File: config.mk
export PLATFORM = sky130hd
export DESIGN_NAME = code_block_segment_crc24b_unit
export DESIGN_NICKNAME = d
export VERILOG_FILES = /design/src/design/cbs_pkg.sv /design/src/design/cbs_seg_calc.sv /design/src/design/code_block_segment_crc24b_unit.sv
export VERILOG_INCLUDE_DIRS = /design/src /design/src/design
export SDC_FILE = /design/constraint.sdc
export NUM_CORES = 1
export LEC_CHECK = 0
export ABC_AREA = 1
export BUFFER_PORTS_ARGS = -buffer_cell sky130_fd_sc_hd__clkbuf_2
export CORE_ASPECT_RATIO = 0.8
export CORE_MARGIN = 4
export CORE_UTILIZATION = 65
export DETAILED_ROUTE_END_ITERATION = 7
export PLACE_DENSITY_LB_ADDON = 0.25
export SYNTH_ARGS = -nofsm -noshare
export SYNTH_HDL_FRONTEND = slang
export SYNTH_SLANG_ARGS = --single-unit
File: constraint.sdc
create_clock -name clock -period 15.2 [get_ports clock]
set_clock_uncertainty 0.2 [all_clocks]
set_input_delay 1.52 -clock clock [delete_from_list [all_inputs] [get_ports clock]]
set_output_delay 1.52 -clock clock [all_outputs]
set_load 0.01 [all_outputs]
File: src/design/code_block_segment_crc24b_unit_macros.svh
// ----------------------------------------------------------------------------
// Assertion macros for the code block segmentation unit
// Immediate-consequence and next-cycle implication checks.
// ----------------------------------------------------------------------------
`ifndef CODE_BLOCK_SEGMENT_CRC24B_UNIT_MACROS_SVH
`define CODE_BLOCK_SEGMENT_CRC24B_UNIT_MACROS_SVH

// check that cons holds in the cycle where ante holds
`define CBS_ASSERT_NOW(name, clk, rst, ante, cons) \
   name: assert property (@(posedge clk) disable iff (rst) (ante) |-> (cons)) \
      else $error("cbs check failed");

// check that cons holds in the cycle after ante holds
`define CBS_ASSERT_NEXT(name, clk, rst, ante, cons) \
   name: assert property (@(posedge clk) disable iff (rst) (ante) |=> (cons)) \
      else $error("cbs check failed");

`endif

File: src/design/cbs_pkg.sv
// ----------------------------------------------------------------------------
// cbs_pkg
// Types, constants and helper functions of the code block segmentation unit.
// ----------------------------------------------------------------------------
`default_nettype none
package cbs_pkg;

   localparam int MaxSegment   = 6144;
   localparam int MaxBlockBits = 131071;
   localparam int CrcWidth     = 24;
   localparam int NumSizes     = 188;
   localparam int SegPayload   = MaxSegment - CrcWidth;

   localparam logic [1:0] REG_BLOCK_LENGTH = 2'd0;
   localparam logic [1:0] REG_CRC_POLY     = 2'd1;

   typedef enum logic [1:0] {
      KIND_DATA = 2'd0,
      KIND_FILL = 2'd1,
      KIND_CRC  = 2'd2
   } kind_type;

   typedef enum logic [2:0] {
      ST_IDLE,
      ST_SEG,
      ST_FILL,
      ST_WAIT,
      ST_DATA,
      ST_CRC
   } state_type;

   typedef enum logic [1:0] {
      SEG_IDLE,
      SEG_COUNT,
      SEG_SEARCH,
      SEG_FINISH
   } seg_state_type;

   typedef struct packed {
      logic [4:0]  num_blocks;
      logic [12:0] size_plus;
      logic [12:0] size_minus;
      logic [4:0]  count_minus;
      logic [5:0]  filler_count;
   } seg_type;

   // interleaver block size for table entry i
   function automatic logic [12:0] table_size(input logic [7:0] i);
      int v;
      v = int'(i);
      if (v < 60)       table_size = 13'(40 + 8 * v);
      else if (v < 92)  table_size = 13'(512 + 16 * (v - 59));
      else if (v < 124) table_size = 13'(1024 + 32 * (v - 91));
      else              table_size = 13'(2048 + 64 * (v - 123));
   endfunction

   // log2 of the size step between entry i-1 and entry i
   function automatic logic [2:0] step_shift(input logic [7:0] i);
      if (i <= 8'd59)       step_shift = 3'd3;
      else if (i <= 8'd91)  step_shift = 3'd4;
      else if (i <= 8'd123) step_shift = 3'd5;
      else                  step_shift = 3'd6;
   endfunction

   // one step of the serial CRC register
   function automatic logic [CrcWidth-1:0] crc_shift(input logic [CrcWidth-1:0] crc,
                                                     input logic bit_in,
                                                     input logic [CrcWidth-1:0] poly);
      logic fb;
      fb = crc[CrcWidth-1] ^ bit_in;
      crc_shift = {crc[CrcWidth-2:0], 1'b0} ^ (fb ? poly : '0);
   endfunction

endpackage
`default_nettype wire

File: src/design/cbs_seg_calc.sv
// ----------------------------------------------------------------------------
// cbs_seg_calc
// Derives C, K+, K-, C- and F for one transport block length by repeated
// subtraction and a one-entry-per-cycle search through the block-size table.
// ----------------------------------------------------------------------------
`default_nettype none
module cbs_seg_calc
   import cbs_pkg::*;
(
   input  wire logic        clock,
   input  wire logic        reset,
   input  wire logic        start,
   input  wire logic [16:0] block_length,
   output logic             done,
   output seg_type          seg
);

   seg_state_type state_ff, state_in;
   logic [16:0] b_ff, b_in;
   logic [16:0] rem_ff, rem_in;
   logic [4:0]  c_ff, c_in;
   logic [17:0] bp_ff, bp_in;
   logic [7:0]  idx_ff, idx_in;
   logic        done_ff, done_in;
   seg_type     seg_ff, seg_in;

   logic [12:0] kp, km;
   logic [17:0] prod, diff;
   logic        fits;
   logic [2:0]  sh;
   logic [12:0] cm_raw;
   logic [4:0]  cm;
   logic [17:0] f_full;
   logic [16:0] b_start;

   // shared multiplier: blocks times candidate size
   assign kp   = table_size(idx_ff);
   assign prod = 18'(c_ff) * 18'(kp);
   assign fits = prod >= bp_ff;
   assign diff = prod - bp_ff;
   assign sh   = step_shift(idx_ff);
   assign km   = (idx_ff != 8'd0) ? table_size(idx_ff - 8'd1) : kp;
   assign cm_raw = 13'(diff >> sh);
   assign b_start = (block_length == 17'd0) ? 17'd1 : block_length;

   always_ff @(posedge clock) begin
      if (reset) begin
         state_ff <= SEG_IDLE;
         done_ff  <= 1'b0;
      end else begin
         state_ff <= state_in;
         done_ff  <= done_in;
      end
      b_ff   <= b_in;
      rem_ff <= rem_in;
      c_ff   <= c_in;
      bp_ff  <= bp_in;
      idx_ff <= idx_in;
      seg_ff <= seg_in;
   end

   always_comb begin
      state_in = state_ff;
      b_in     = b_ff;
      rem_in   = rem_ff;
      c_in     = c_ff;
      bp_in    = bp_ff;
      idx_in   = idx_ff;
      seg_in   = seg_ff;
      done_in  = 1'b0;
      cm       = '0;
      f_full   = '0;
      case (state_ff)
         SEG_IDLE: begin
            if (start) begin
               b_in   = b_start;
               rem_in = b_start;
               c_in   = 5'd1;
               idx_in = '0;
               bp_in  = 18'(b_start);
               if (int'(b_start) > MaxSegment) state_in = SEG_COUNT;
               else                            state_in = SEG_SEARCH;
            end
         end
         SEG_COUNT: begin
            // count code blocks as ceil(B / payload)
            if (int'(rem_ff) > SegPayload) begin
               rem_in = rem_ff - 17'(SegPayload);
               c_in   = c_ff + 5'd1;
            end else begin
               bp_in    = 18'(b_ff) + 18'(c_ff) * 18'(CrcWidth);
               state_in = SEG_SEARCH;
            end
         end
         SEG_SEARCH: begin
            // advance until C times the size covers B'
            if (fits || int'(idx_ff) == NumSizes - 1) state_in = SEG_FINISH;
            else                                       idx_in = idx_ff + 8'd1;
         end
         SEG_FINISH: begin
            if (c_ff > 5'd1 && idx_ff != 8'd0 && fits) begin
               cm = (cm_raw > 13'(c_ff)) ? c_ff : 5'(cm_raw);
            end
            if (fits) f_full = diff - (18'(cm) << sh);
            seg_in.num_blocks   = c_ff;
            seg_in.size_plus    = kp;
            seg_in.size_minus   = (c_ff > 5'd1) ? km : 13'd0;
            seg_in.count_minus  = cm;
            seg_in.filler_count = (f_full > 18'd63) ? 6'd63 : 6'(f_full);
            done_in  = 1'b1;
            state_in = SEG_IDLE;
         end
         default: begin
            state_in = SEG_IDLE;
         end
      endcase
   end

   assign done = done_ff;
   assign seg  = seg_ff;

endmodule
`default_nettype wire

File: src/design/code_block_segment_crc24b_unit.sv
// A transport block's first bit waits for segmentation (count, table search,
// finish) and F filler bits before its data; each later bit is accepted, then
// emitted. For C > 1, a block's last data bit is followed by its 24 CRC bits.
// Results leave through a single output register, one per cycle for filler
// and CRC bits while rsp_stall is low. Reset (synchronous, active high) idles
// the sequencer and restores block_length 40 and crc_poly 0x800063.
// ----------------------------------------------------------------------------
// code_block_segment_crc24b_unit
// Splits a serial transport block into turbo code blocks with filler and
// CRC24B attachment for C > 1, at most one output bit per cycle unless stalled.
// ----------------------------------------------------------------------------
`default_nettype none
`include "code_block_segment_crc24b_unit_macros.svh"
module code_block_segment_crc24b_unit
   import cbs_pkg::*;
(
   input  wire logic        clock,
   input  wire logic        reset,
   input  wire logic        req_valid,
   output logic             req_stall,
   input  wire logic        req_data_bit,
   output logic             rsp_valid,
   input  wire logic        rsp_stall,
   output logic             rsp_out_bit,
   output logic [1:0]       rsp_bit_kind,
   output logic [4:0]       rsp_block_index,
   output logic             rsp_block_end,
   output logic             rsp_run_last,
   input  wire logic        csr_valid,
   output logic             csr_ready,
   input  wire logic [1:0]  csr_index,
   input  wire logic [23:0] csr_data
);

   state_type   state_ff, state_in;
   logic [16:0] blen_ff, blen_in;
   logic [23:0] poly_ff, poly_in;
   logic        bit_ff, bit_in;
   logic [4:0]  cur_ff, cur_in;
   logic [12:0] bits_ff, bits_in;
   logic [23:0] crc_ff, crc_in;
   logic [4:0]  cidx_ff, cidx_in;
   logic        rv_ff, rv_in;
   logic        ob_ff, ob_in;
   kind_type    ok_ff, ok_in;
   logic [4:0]  oi_ff, oi_in;
   logic        oe_ff, oe_in;
   logic        ol_ff, ol_in;

   logic        seg_start, seg_done;
   seg_type     seg;
   logic        out_free, multi, last;
   logic [12:0] ksize, dlen, bits_next;
   logic [23:0] crc_next;
   logic [5:0]  cur_next;

   cbs_seg_calc u_seg (
      .clock        (clock),
      .reset        (reset),
      .start        (seg_start),
      .block_length (blen_ff),
      .done         (seg_done),
      .seg          (seg)
   );

   // configuration writes
   assign csr_ready = 1'b1;
   always_comb begin
      blen_in = blen_ff;
      poly_in = poly_ff;
      if (csr_valid) begin
         case (csr_index)
            REG_BLOCK_LENGTH: blen_in = csr_data[16:0];
            REG_CRC_POLY:     poly_in = csr_data;
            default:          ;
         endcase
      end
   end

   // per-block data length
   assign multi     = seg.num_blocks > 5'd1;
   assign ksize     = (cur_ff < seg.count_minus) ? seg.size_minus : seg.size_plus;
   assign dlen      = multi ? ((ksize > 13'(CrcWidth)) ? ksize - 13'(CrcWidth) : 13'd0)
                            : ksize;
   assign bits_next = bits_ff + 13'd1;
   assign crc_next  = crc_shift(crc_ff, bit_ff, poly_ff);
   assign last      = bits_next >= dlen;
   assign cur_next  = 6'(cur_ff) + 6'd1;
   assign out_free  = !rv_ff || !rsp_stall;

   always_ff @(posedge clock) begin
      if (reset) begin
         state_ff <= ST_IDLE;
         rv_ff    <= 1'b0;
         blen_ff  <= 17'd40;
         poly_ff  <= 24'd8388707;
      end else begin
         state_ff <= state_in;
         rv_ff    <= rv_in;
         blen_ff  <= blen_in;
         poly_ff  <= poly_in;
      end
      bit_ff  <= bit_in;
      cur_ff  <= cur_in;
      bits_ff <= bits_in;
      crc_ff  <= crc_in;
      cidx_ff <= cidx_in;
      ob_ff   <= ob_in;
      ok_ff   <= ok_in;
      oi_ff   <= oi_in;
      oe_ff   <= oe_in;
      ol_ff   <= ol_in;
   end

   // sequencer
   always_comb begin
      state_in  = state_ff;
      bit_in    = bit_ff;
      cur_in    = cur_ff;
      bits_in   = bits_ff;
      crc_in    = crc_ff;
      cidx_in   = cidx_ff;
      req_stall = 1'b1;
      seg_start = 1'b0;
      rv_in     = rv_ff && rsp_stall;
      ob_in     = ob_ff;
      ok_in     = ok_ff;
      oi_in     = oi_ff;
      oe_in     = oe_ff;
      ol_in     = ol_ff;
      case (state_ff)
         ST_IDLE: begin
            req_stall = 1'b0;
            if (req_valid) begin
               bit_in    = req_data_bit;
               seg_start = 1'b1;
               state_in  = ST_SEG;
            end
         end
         ST_SEG: begin
            if (seg_done) begin
               cur_in   = '0;
               bits_in  = '0;
               crc_in   = '0;
               state_in = (seg.filler_count != 6'd0) ? ST_FILL : ST_DATA;
            end
         end
         ST_FILL: begin
            if (out_free) begin
               rv_in   = 1'b1;
               ob_in   = 1'b0;
               ok_in   = KIND_FILL;
               oi_in   = cur_ff;
               oe_in   = 1'b0;
               ol_in   = 1'b0;
               crc_in  = crc_shift(crc_ff, 1'b0, poly_ff);
               bits_in = bits_next;
               if (bits_next == 13'(seg.filler_count)) state_in = ST_DATA;
            end
         end
         ST_WAIT: begin
            req_stall = 1'b0;
            if (req_valid) begin
               bit_in   = req_data_bit;
               state_in = ST_DATA;
            end
         end
         ST_DATA: begin
            if (out_free) begin
               rv_in  = 1'b1;
               ob_in  = bit_ff;
               ok_in  = KIND_DATA;
               oi_in  = cur_ff;
               oe_in  = last && !multi;
               ol_in  = !(last && multi);
               crc_in = crc_next;
               if (last && multi) begin
                  cidx_in  = '0;
                  state_in = ST_CRC;
               end else if (last) begin
                  cur_in   = cur_next[4:0];
                  bits_in  = '0;
                  crc_in   = '0;
                  state_in = (cur_next >= 6'(seg.num_blocks)) ? ST_IDLE : ST_WAIT;
               end else begin
                  bits_in  = bits_next;
                  state_in = ST_WAIT;
               end
            end
         end
         ST_CRC: begin
            // shift out parity MSB first
            if (out_free) begin
               rv_in   = 1'b1;
               ob_in   = crc_ff[CrcWidth-1];
               ok_in   = KIND_CRC;
               oi_in   = cur_ff;
               oe_in   = int'(cidx_ff) == CrcWidth - 1;
               ol_in   = int'(cidx_ff) == CrcWidth - 1;
               crc_in  = {crc_ff[CrcWidth-2:0], 1'b0};
               cidx_in = cidx_ff + 5'd1;
               if (int'(cidx_ff) == CrcWidth - 1) begin
                  cur_in   = cur_next[4:0];
                  bits_in  = '0;
                  crc_in   = '0;
                  state_in = (cur_next >= 6'(seg.num_blocks)) ? ST_IDLE : ST_WAIT;
               end
            end
         end
         default: begin
            state_in = ST_IDLE;
         end
      endcase
   end

   assign rsp_valid       = rv_ff;
   assign rsp_out_bit     = ob_ff;
   assign rsp_bit_kind    = ok_ff;
   assign rsp_block_index = oi_ff;
   assign rsp_block_end   = oe_ff;
   assign rsp_run_last    = ol_ff;

   `CBS_ASSERT_NEXT(a_busy_after_accept, clock, reset, req_valid && !req_stall, req_stall)
   `CBS_ASSERT_NOW(a_crc_only_multi, clock, reset, state_ff == ST_CRC, multi)
   `CBS_ASSERT_NOW(a_fill_in_first, clock, reset, rv_ff && ok_ff == KIND_FILL, oi_ff == 5'd0)
   `CBS_ASSERT_NOW(a_wait_in_range, clock, reset, state_ff == ST_WAIT, cur_ff < seg.num_blocks)

endmodule
`default_nettype wire
==> summary.txt, run 1 <==
Finish
  • Post-route cell area: between 15000 and 20000 µm²
  • ANT cells: 0
  • Non-filler cells, final: around 2500
  • Layout Nets: 2313
  • Area grow syn2layout: 7.42%
  • Fraction of layout cells with a size suffix above 1: 0.0707
  • Most common cell after layout, fill and taps aside: nand2_1
  • Commonest cells after routing, fill and taps aside: nand2_1, inv_1, nor2_1

Global routing
  • Largest net degree at the start of global routing: just under 50
  • First-pass GRT wire length: about 66 mm
  • Vias in the first global route: between 10000 and 15000
  • Grt total ovfl: 0
  • Overall Global Routing Usage: 0.293
  • Initial antenna violation count: 0

Clock network
  • CTS Root Cell: clkbuf_16
  • Postcts setup bufs: 0
  • Maximum clock insertion buffer count: 3
  • Worst-Skew Late Latency: ~520 ps
  • H-tree levels: 1
  • CTS tree: built
  • Num Clock Sinks: 207
  • Clock transition at path regs: approximately 60 ps
  • Post_cts resized: 0
  • # hold bufs at CTS: 0
  • TritonCTS Buffers: 22

Timing
  • Max Slew Vio Count: 0
  • Worst Max-Slew Pin Slew: about 1200 ps
  • Final hold violation count: 0
  • Period utilisation layout: 0.724
  • RSZ-0062 raised after global routing: false
  • Setup violators final: 0
  • Tmin final: between 10000 and 15000 ps
  • Setup TNS: 0 ps
  • Fin Hold WS: ~230 ps
  • Relative max-transition margin: 0.198
  • FMAX: between 90 and 100 MHz

Place
  • Placement Cell Area: approximately 16000 µm²
  • Placed insts: between 2000 and 2500
  • DPL Wire Length: 30.7 mm
  • IO buf count: 43
  • GP Congestion: around 0.95

Routing
  • Detailed-routing wirelength on met1: approximately 18 mm
  • Antenna-violating nets left: 0
  • Vias per inst: approximately 5.8
  • DRT Pass-1 Iters: 6
  • Met3 WL post-DR: approximately 3.4 mm
  • Top Metal Used: met4
  • Met2 Routed Length: about 18 mm
  • DR vias: around 14000
  • Drt first-iter violations: roughly 1500
  • WL per Instance: 16.2 µm
  • Final WL: roughly 40 mm
  • DRC: 0

Critical path
  • Most frequent CP cell: nand2_1
  • CP max stage cell: edfxtp_1
  • Critical Path Start Type: register
  • Setup CP Type: reg -> reg
  • Crit path largest cell delay: slightly below 600 ps
  • Worst setup EP type: register
  • Critical Path RT: roughly 15000 ps
  • Crit path DAT: approximately 11000 ps
  • Worst R2R Setup Slack: ~4200 ps
  • CP Max Fanout: 10

Floorplan
  • Overall die width: between 150 and 200 µm
  • Row cnt: 51
  • Die Y: around 150 µm
  • Core area: 24200 µm²
  • Die area: roughly 27000 µm²
  • Io pins: 45
  • Starting Density: 0.659

Logic synthesis
  • Yosys cell types: 60
  • Syn. warnings: 0
  • Synth Instances: approximately 2100
  • Avg Cell Area, Syn: approximately 7.5 µm²
  • Synth Register Bits: slightly above 200
  • EDFF count, synth: around 160
  • Main flop type after synthesis: edfxtp_1
  • Sequential cell area fraction in the yosys report: 0.359
  • Synth async-reset ratio: 0
  • Synth Cell Area: around 16000 µm²

Job
  • # Max-Cap Violations: 0

Outcome
  • Status: complete, no violations

Min path
  • Hold WC Path Type: reg -> reg
## Yosys cell counts, drive strengths merged (2+ instances only)
master   count  area (µm²)
nor4         9        56.3
nand2      444        1750
o31ai        2        15.0
a2111oi      2        17.5
and2         5        31.3
o221ai       2        17.5
nand4       23         150
a21oi      127         651
o21bai       4        30.0
fa          26         521
a211oi       6        45.0
clkinv       4        16.3
inv        351        1320
mux2         2        22.5
o21a         6        45.0
nand3      150         796
ha         106        1330
clkbuf      55         206
o21ai      165         830
or2         11        68.8
o22ai        8        50.1
edfxtp     159        4770
a21boi       3        22.5
o211ai      33         248
dfxtp       48         961
nor2       248         958
xor2        55         482
a31oi        5        31.3
nor3        26         135
buf          8        68.8
xnor2       25         219
nand3b       3        22.5
## state kept, by name, indices dropped and copies added, names as in the netlist, 2 cells and up
| signal | count |
|---|---|
| u_seg.seg | 36 |
| crc_ff | 24 |
| poly_ff | 24 |
| u_seg.bp_ff | 18 |
| blen_ff | 17 |
| u_seg.b_ff | 17 |
| u_seg.rem_ff | 17 |
| bits_ff | 13 |
| u_seg.idx_ff | 8 |
| cidx_ff | 5 |
| cur_ff | 5 |
| rsp_block_index | 5 |
| u_seg.c_ff | 5 |
| state_ff | 3 |
| rsp_bit_kind | 2 |
| u_seg.state_ff | 2 |
## cell families (layout without fill, tap and decap cells)
logic type / count (synthesis) / after routing / synth area share
other: 1 / 4 / 0.000235
muxes: 2 / 2 / 0.00141
and+or+nand+nor: 920 / 920 / 0.249
buffers and inverters: 418 / 448 / 0.101
DFF: 207 / 207 / 0.359
AOI/OAI and AO/OA: 372 / 372 / 0.130
adders and majority gates: 132 / 132 / 0.116
xor gates and xnor gates: 80 / 80 / 0.0439
## cell type report
cell class / count / area (µm²)
clock buffer: 31 / 646
clock inverter: 9 / 92.6
fill: 1948 / 7090
inverter: 355 / 1340
multi-input combinational: 1510 / 8660
sequential: 207 / 5740
tap: 318 / 398
timing repair buffer: 53 / 290
## final timing paths
kind / start / endpoint / depth (start not counted)
worst min register to register: blen_ff[1] / u_seg.b_ff[1] / 0
worst min-delay path: blen_ff[1] / u_seg.b_ff[1] / 0
worst max-delay path: u_seg.idx_ff[6] / u_seg.seg[1] / 63
worst max register to register: u_seg.idx_ff[6] / u_seg.seg[1] / 63
## per-layer routing
metal / vias up / GRT usage
met5: - / 0
met4: 0 / 0.0748
met3: 71 / 0.0452
met2: 622 / 0.465
met1: 6638 / 0.424
li1: 7025 / -
## critical path, delay by kind of cell, from the launching register on
kind	cells	cell delay (ps)
and+or+nand+nor	34	4380
xor gates and xnor gates	2	290
AOI/OAI and AO/OA	10	1550
DFF	1	580
buffers and inverters	10	840
adders and majority gates	7	2890
## per-stage QoR
stage / utilization / worst slack, ps
CTS: 0.708 / 4410
floorplan: - / 5770
global route: 0.708 / 3120
detailed placement: 0.677 / 4470
global placement: 0.677 / 4890
finish: 0.708 / 4200
Power of run 1 is not shown: default switching activity piles up to over one toggle a cycle in this logic, so the estimate is an artifact.
==> inputs of run 2 (changes only) <==
--- a/config.mk
+++ b/config.mk
@@ -6,11 +6,11 @@
 export SDC_FILE = /design/constraint.sdc
 export NUM_CORES = 1
 export LEC_CHECK = 0
-export ABC_AREA = 1
+export ABC_AREA = 0
 export BUFFER_PORTS_ARGS = -buffer_cell sky130_fd_sc_hd__clkbuf_2
 export CORE_ASPECT_RATIO = 0.8
 export CORE_MARGIN = 4
-export CORE_UTILIZATION = 65
+export CORE_UTILIZATION = 64
 export DETAILED_ROUTE_END_ITERATION = 7
 export PLACE_DENSITY_LB_ADDON = 0.25
 export SYNTH_ARGS = -nofsm -noshare
==> constraint.sdc (replaced) <==
create_clock -name clock -period 11.2 [get_ports clock]
set_clock_uncertainty 0.2 [all_clocks]
set_input_delay 1.12 -clock clock [delete_from_list [all_inputs] [get_ports clock]]
set_output_delay 1.12 -clock clock [all_outputs]
set_load 0.01 [all_outputs]
==> run 2 against run 1 <==
Net effect: register-to-register slack worse by 3600 ps; via count down 7.4%; global-route usage down 0.34 points; fmax up 3.5%; count of clock-buffer cells in the layout up 3; worst hold slack better by 55 ps; wire length up 0.24%; final area up 0.85%; core utilization up 0.41 points; die area up 0.19%; critical endpoint is now u_seg.seg[4]; largest cell class unchanged.
==> summary.txt, run 2 <==
Logic synthesis
  • Main flop type after synthesis: edfxtp_1
  • Syn. warnings: 0 (unchanged)
  • Synth Instances: 1765 (-17%)
  • Post-synth top cells: nand2_1, a21oi_1, edfxtp_1, nor2_1, inv_1
  • EDFF count, synth: 159 (unchanged)
  • Most frequent cell after synthesis: nand2_1
  • Yosys cell types: 87 (+45%)
  • Synth top area share: 0.303 (+0.00406)
  • Synth async-reset ratio: 0 (unchanged)
  • Avg Cell Area, Syn: 8.93 µm² (+19%)
  • Synth Cell Area: 15800 µm² (-1.3%)
  • Synth area leaders: edfxtp_1, ha_1, dfxtp_1
  • Synth Register Bits: 207 (unchanged)
  • Sequential cell area fraction in the yosys report: 0.364 (+0.00488)
  • Area leader, netlist: edfxtp_1

Routing
  • Final WL: 40.2 mm (+0.24%)
  • Detailed-routing wirelength on met1: 17.8 mm (+1.1%)
  • Met3 WL post-DR: 3.60 mm (+4.6%)
  • DRC: 0 (unchanged)
  • Vias per inst: 6.23 (+7.8%)
  • WL per Instance: 18.9 µm (+17%)
  • Antenna-violating nets left: 0 (unchanged)
  • Met2 Routed Length: 17.6 mm (-2.8%)
  • DR vias: 13300 (-7.4%)
  • Top Metal Used: met4
  • DRT Pass-1 Iters: 7 (+1)
  • Drt first-iter violations: 1355 (-8.2%)

Outcome
  • Status: complete, no violations

Timing
  • Relative max-transition margin: 0.201 (+0.00250)
  • Tmin final: 10630 ps (-372 ps)
  • Slack of the critical path: 568 ps (-3630 ps)
  • Final hold violation count: 0 (unchanged)
  • FMAX: 94.1 MHz (+3.5%)
  • Worst Max-Slew Pin Slew: 1170 ps (-34.0 ps)
  • Setup violators final: 0 (unchanged)
  • Max Slew Vio Count: 0 (unchanged)
  • Period utilisation layout: 0.949 (+0.225)

Min path
  • Hold WC Path Type: reg -> reg
  • Hold path startpoint: blen_ff[0]
  • Worst hold stages: 2 (+2)
  • Hold endpoint: blen_ff[0]

Critical path
  • Worst Reg-to-Reg Cells: 47 (-25%)
  • Setup CP Type: reg -> reg
  • Critical Path Start Type: register
  • RR Endpoint: u_seg.seg[4]
  • CP max stage cell: fa_1
  • Crit path largest cell delay: 530 ps (-50 ps)
  • Crit path DAT: 10710 ps (-330 ps)
  • Reg-to-reg critical path startpoint: u_seg.idx_ff[4]
  • Worst setup EP type: register
  • Critical Path RT: 11280 ps (-3950 ps)
  • Worst R2R Setup Slack: 570 ps (-3630 ps)
  • CP Max Fanout: 6 (-4)

Clock network
  • CTS tree: built
  • # hold bufs at CTS: 0 (unchanged)
  • Num Clock Sinks: 207 (unchanged)
  • Maximum clock insertion buffer count: 3 (unchanged)
  • Worst-Skew Late Latency: 520 ps (about the same)
  • H-tree levels: 1 (unchanged)
  • TritonCTS Buffers: 23 (+4.5%)
  • Clock transition at path regs: 70 ps (about the same)
  • CTS Root Cell: clkbuf_16

Floorplan
  • Row cnt: 51 (unchanged)
  • Core area: 24300 µm² (+0.26%)
  • Io pins: 45 (unchanged)
  • Starting Density: 0.648 (-0.0105)
  • Die area: 27200 µm² (+0.19%)
  • Overall die width: 183 µm (about the same)
  • Die Y: 148 µm (about the same)

Finish
  • ANT cells: 0 (unchanged)
  • Area grow syn2layout: 9.80%
  • Most common cell after layout, fill and taps aside: nand2_1
  • Largest register FFs: 36 (unchanged)
  • Layout Nets: 1964 (-15%)
  • Commonest cells after routing, fill and taps aside: nand2_1, a21oi_1, edfxtp_1
  • Fraction of layout cells with a size suffix above 1: 0.115 (+0.0439)

Place
  • GP Congestion: 1.02 (+7.1%)
  • IO buf count: 43 (unchanged)
  • Pre-CTS setup slack: 121 ps (-4350 ps)
  • DPL Wire Length: 29.9 mm (-2.6%)

Global routing
  • Grt total ovfl: 0 (unchanged)
  • Overall Global Routing Usage: 0.289 (-0.00336)
  • Largest net degree at the start of global routing: 52 (+6.1%)
  • Vias in the first global route: 12600 (-7.2%)
  • Initial antenna violation count: 0 (unchanged)
  • First-pass GRT wire length: 64.6 mm (-2.0%)

Job
  • # Max-Cap Violations: 0 (unchanged)
==> run 2: changes by cell type in the layout (fill, tap and decap cells not counted), sizes merged, moves of 26 or more <==
cell   delta
o21ai   -106
nor3b    +26
xnor2    +41
a21oi    +52
nand3   -119
nor2    -111
buf      +50
nand2   -230
inv     -238
and2     +57
==> run 2: repair_timing <==
action / in CTS / in global routing
hold endpoints to repair: 0 / 0
setup buffers: 0 / 6
resized for setup: 0 / 32
setup endpoints to repair: 0 / 6
==> run 2: worst max-delay path, delay by kind of cell, from the launching register on <==
kind / cells / cell delay [ps]
compound gates: 23 / 4580
buf+inv: 3 / 160
mux: 1 / 280
flops: 1 / 440
fa+ha+maj: 7 / 2880
simple gates: 13 / 1880
==> run 2: how the worst max path moves through the flow <==
stage	start	end
after floorplan	u_seg.idx_ff[5]	u_seg.seg[2]
after global placement	u_seg.idx_ff[4]	u_seg.seg[3]
after detailed placement	u_seg.idx_ff[4]	u_seg.seg[4]
after CTS	u_seg.idx_ff[4]	u_seg.seg[5]
after global routing	u_seg.idx_ff[4]	u_seg.seg[3]
final	u_seg.idx_ff[4]	u_seg.seg[4]
==> run 2: metal layers <==
metal / global-route usage / vias up
li1: - / 6329
met1: 0.421 / 6310
met2: 0.434 / 557
met3: 0.0653 / 101
met4: 0.0890 / 0
met5: 0 / -
==> run 2: metrics by stage <==
| stage | instance area (µm²) | TNS [ps] | hold slack, ps | utilization | instances |
|---|---|---|---|---|---|
| CTS | 17200 | 0 | 282 | 0.705 | 2127 |
| global route | 17300 | -534 | 311 | 0.712 | 2133 |
| floorplan | 15800 | 0 | 238 | - | 1768 |
| global placement | 16400 | 0 | 253 | 0.676 | 2087 |
| finish | 17300 | 0 | 283 | 0.712 | 2133 |
| detailed placement | 16400 | 0 | 269 | 0.676 | 2087 |
==> run 2: area by class of cell <==
class	instances	area [µm²]
Timing Repair Buffer	103	666
Clock buffer	34	677
Fill cell	1852	7010
Clock inverter	6	41.3
Sequential cell	207	5740
Tap cell	318	398
Inverter	112	420
Multi-Input combinational cell	1353	9360
==> run 2: cells by family (layout without fill, tap and decap cells) <==
kind of cell,count (synthesis),in the layout,synth area share
buffers and inverters,208,255,0.0503
flip-flops,207,207,0.364
multiplexers,43,43,0.0297
AO/OA/AOI/OAI,428,428,0.173
AND/OR/NAND/NOR,614,614,0.191
XOR/XNOR,132,132,0.0738
adder cells (fa/ha/maj),132,132,0.117
other,1,4,0.000238
Power of run 2 is left out for the same reason.
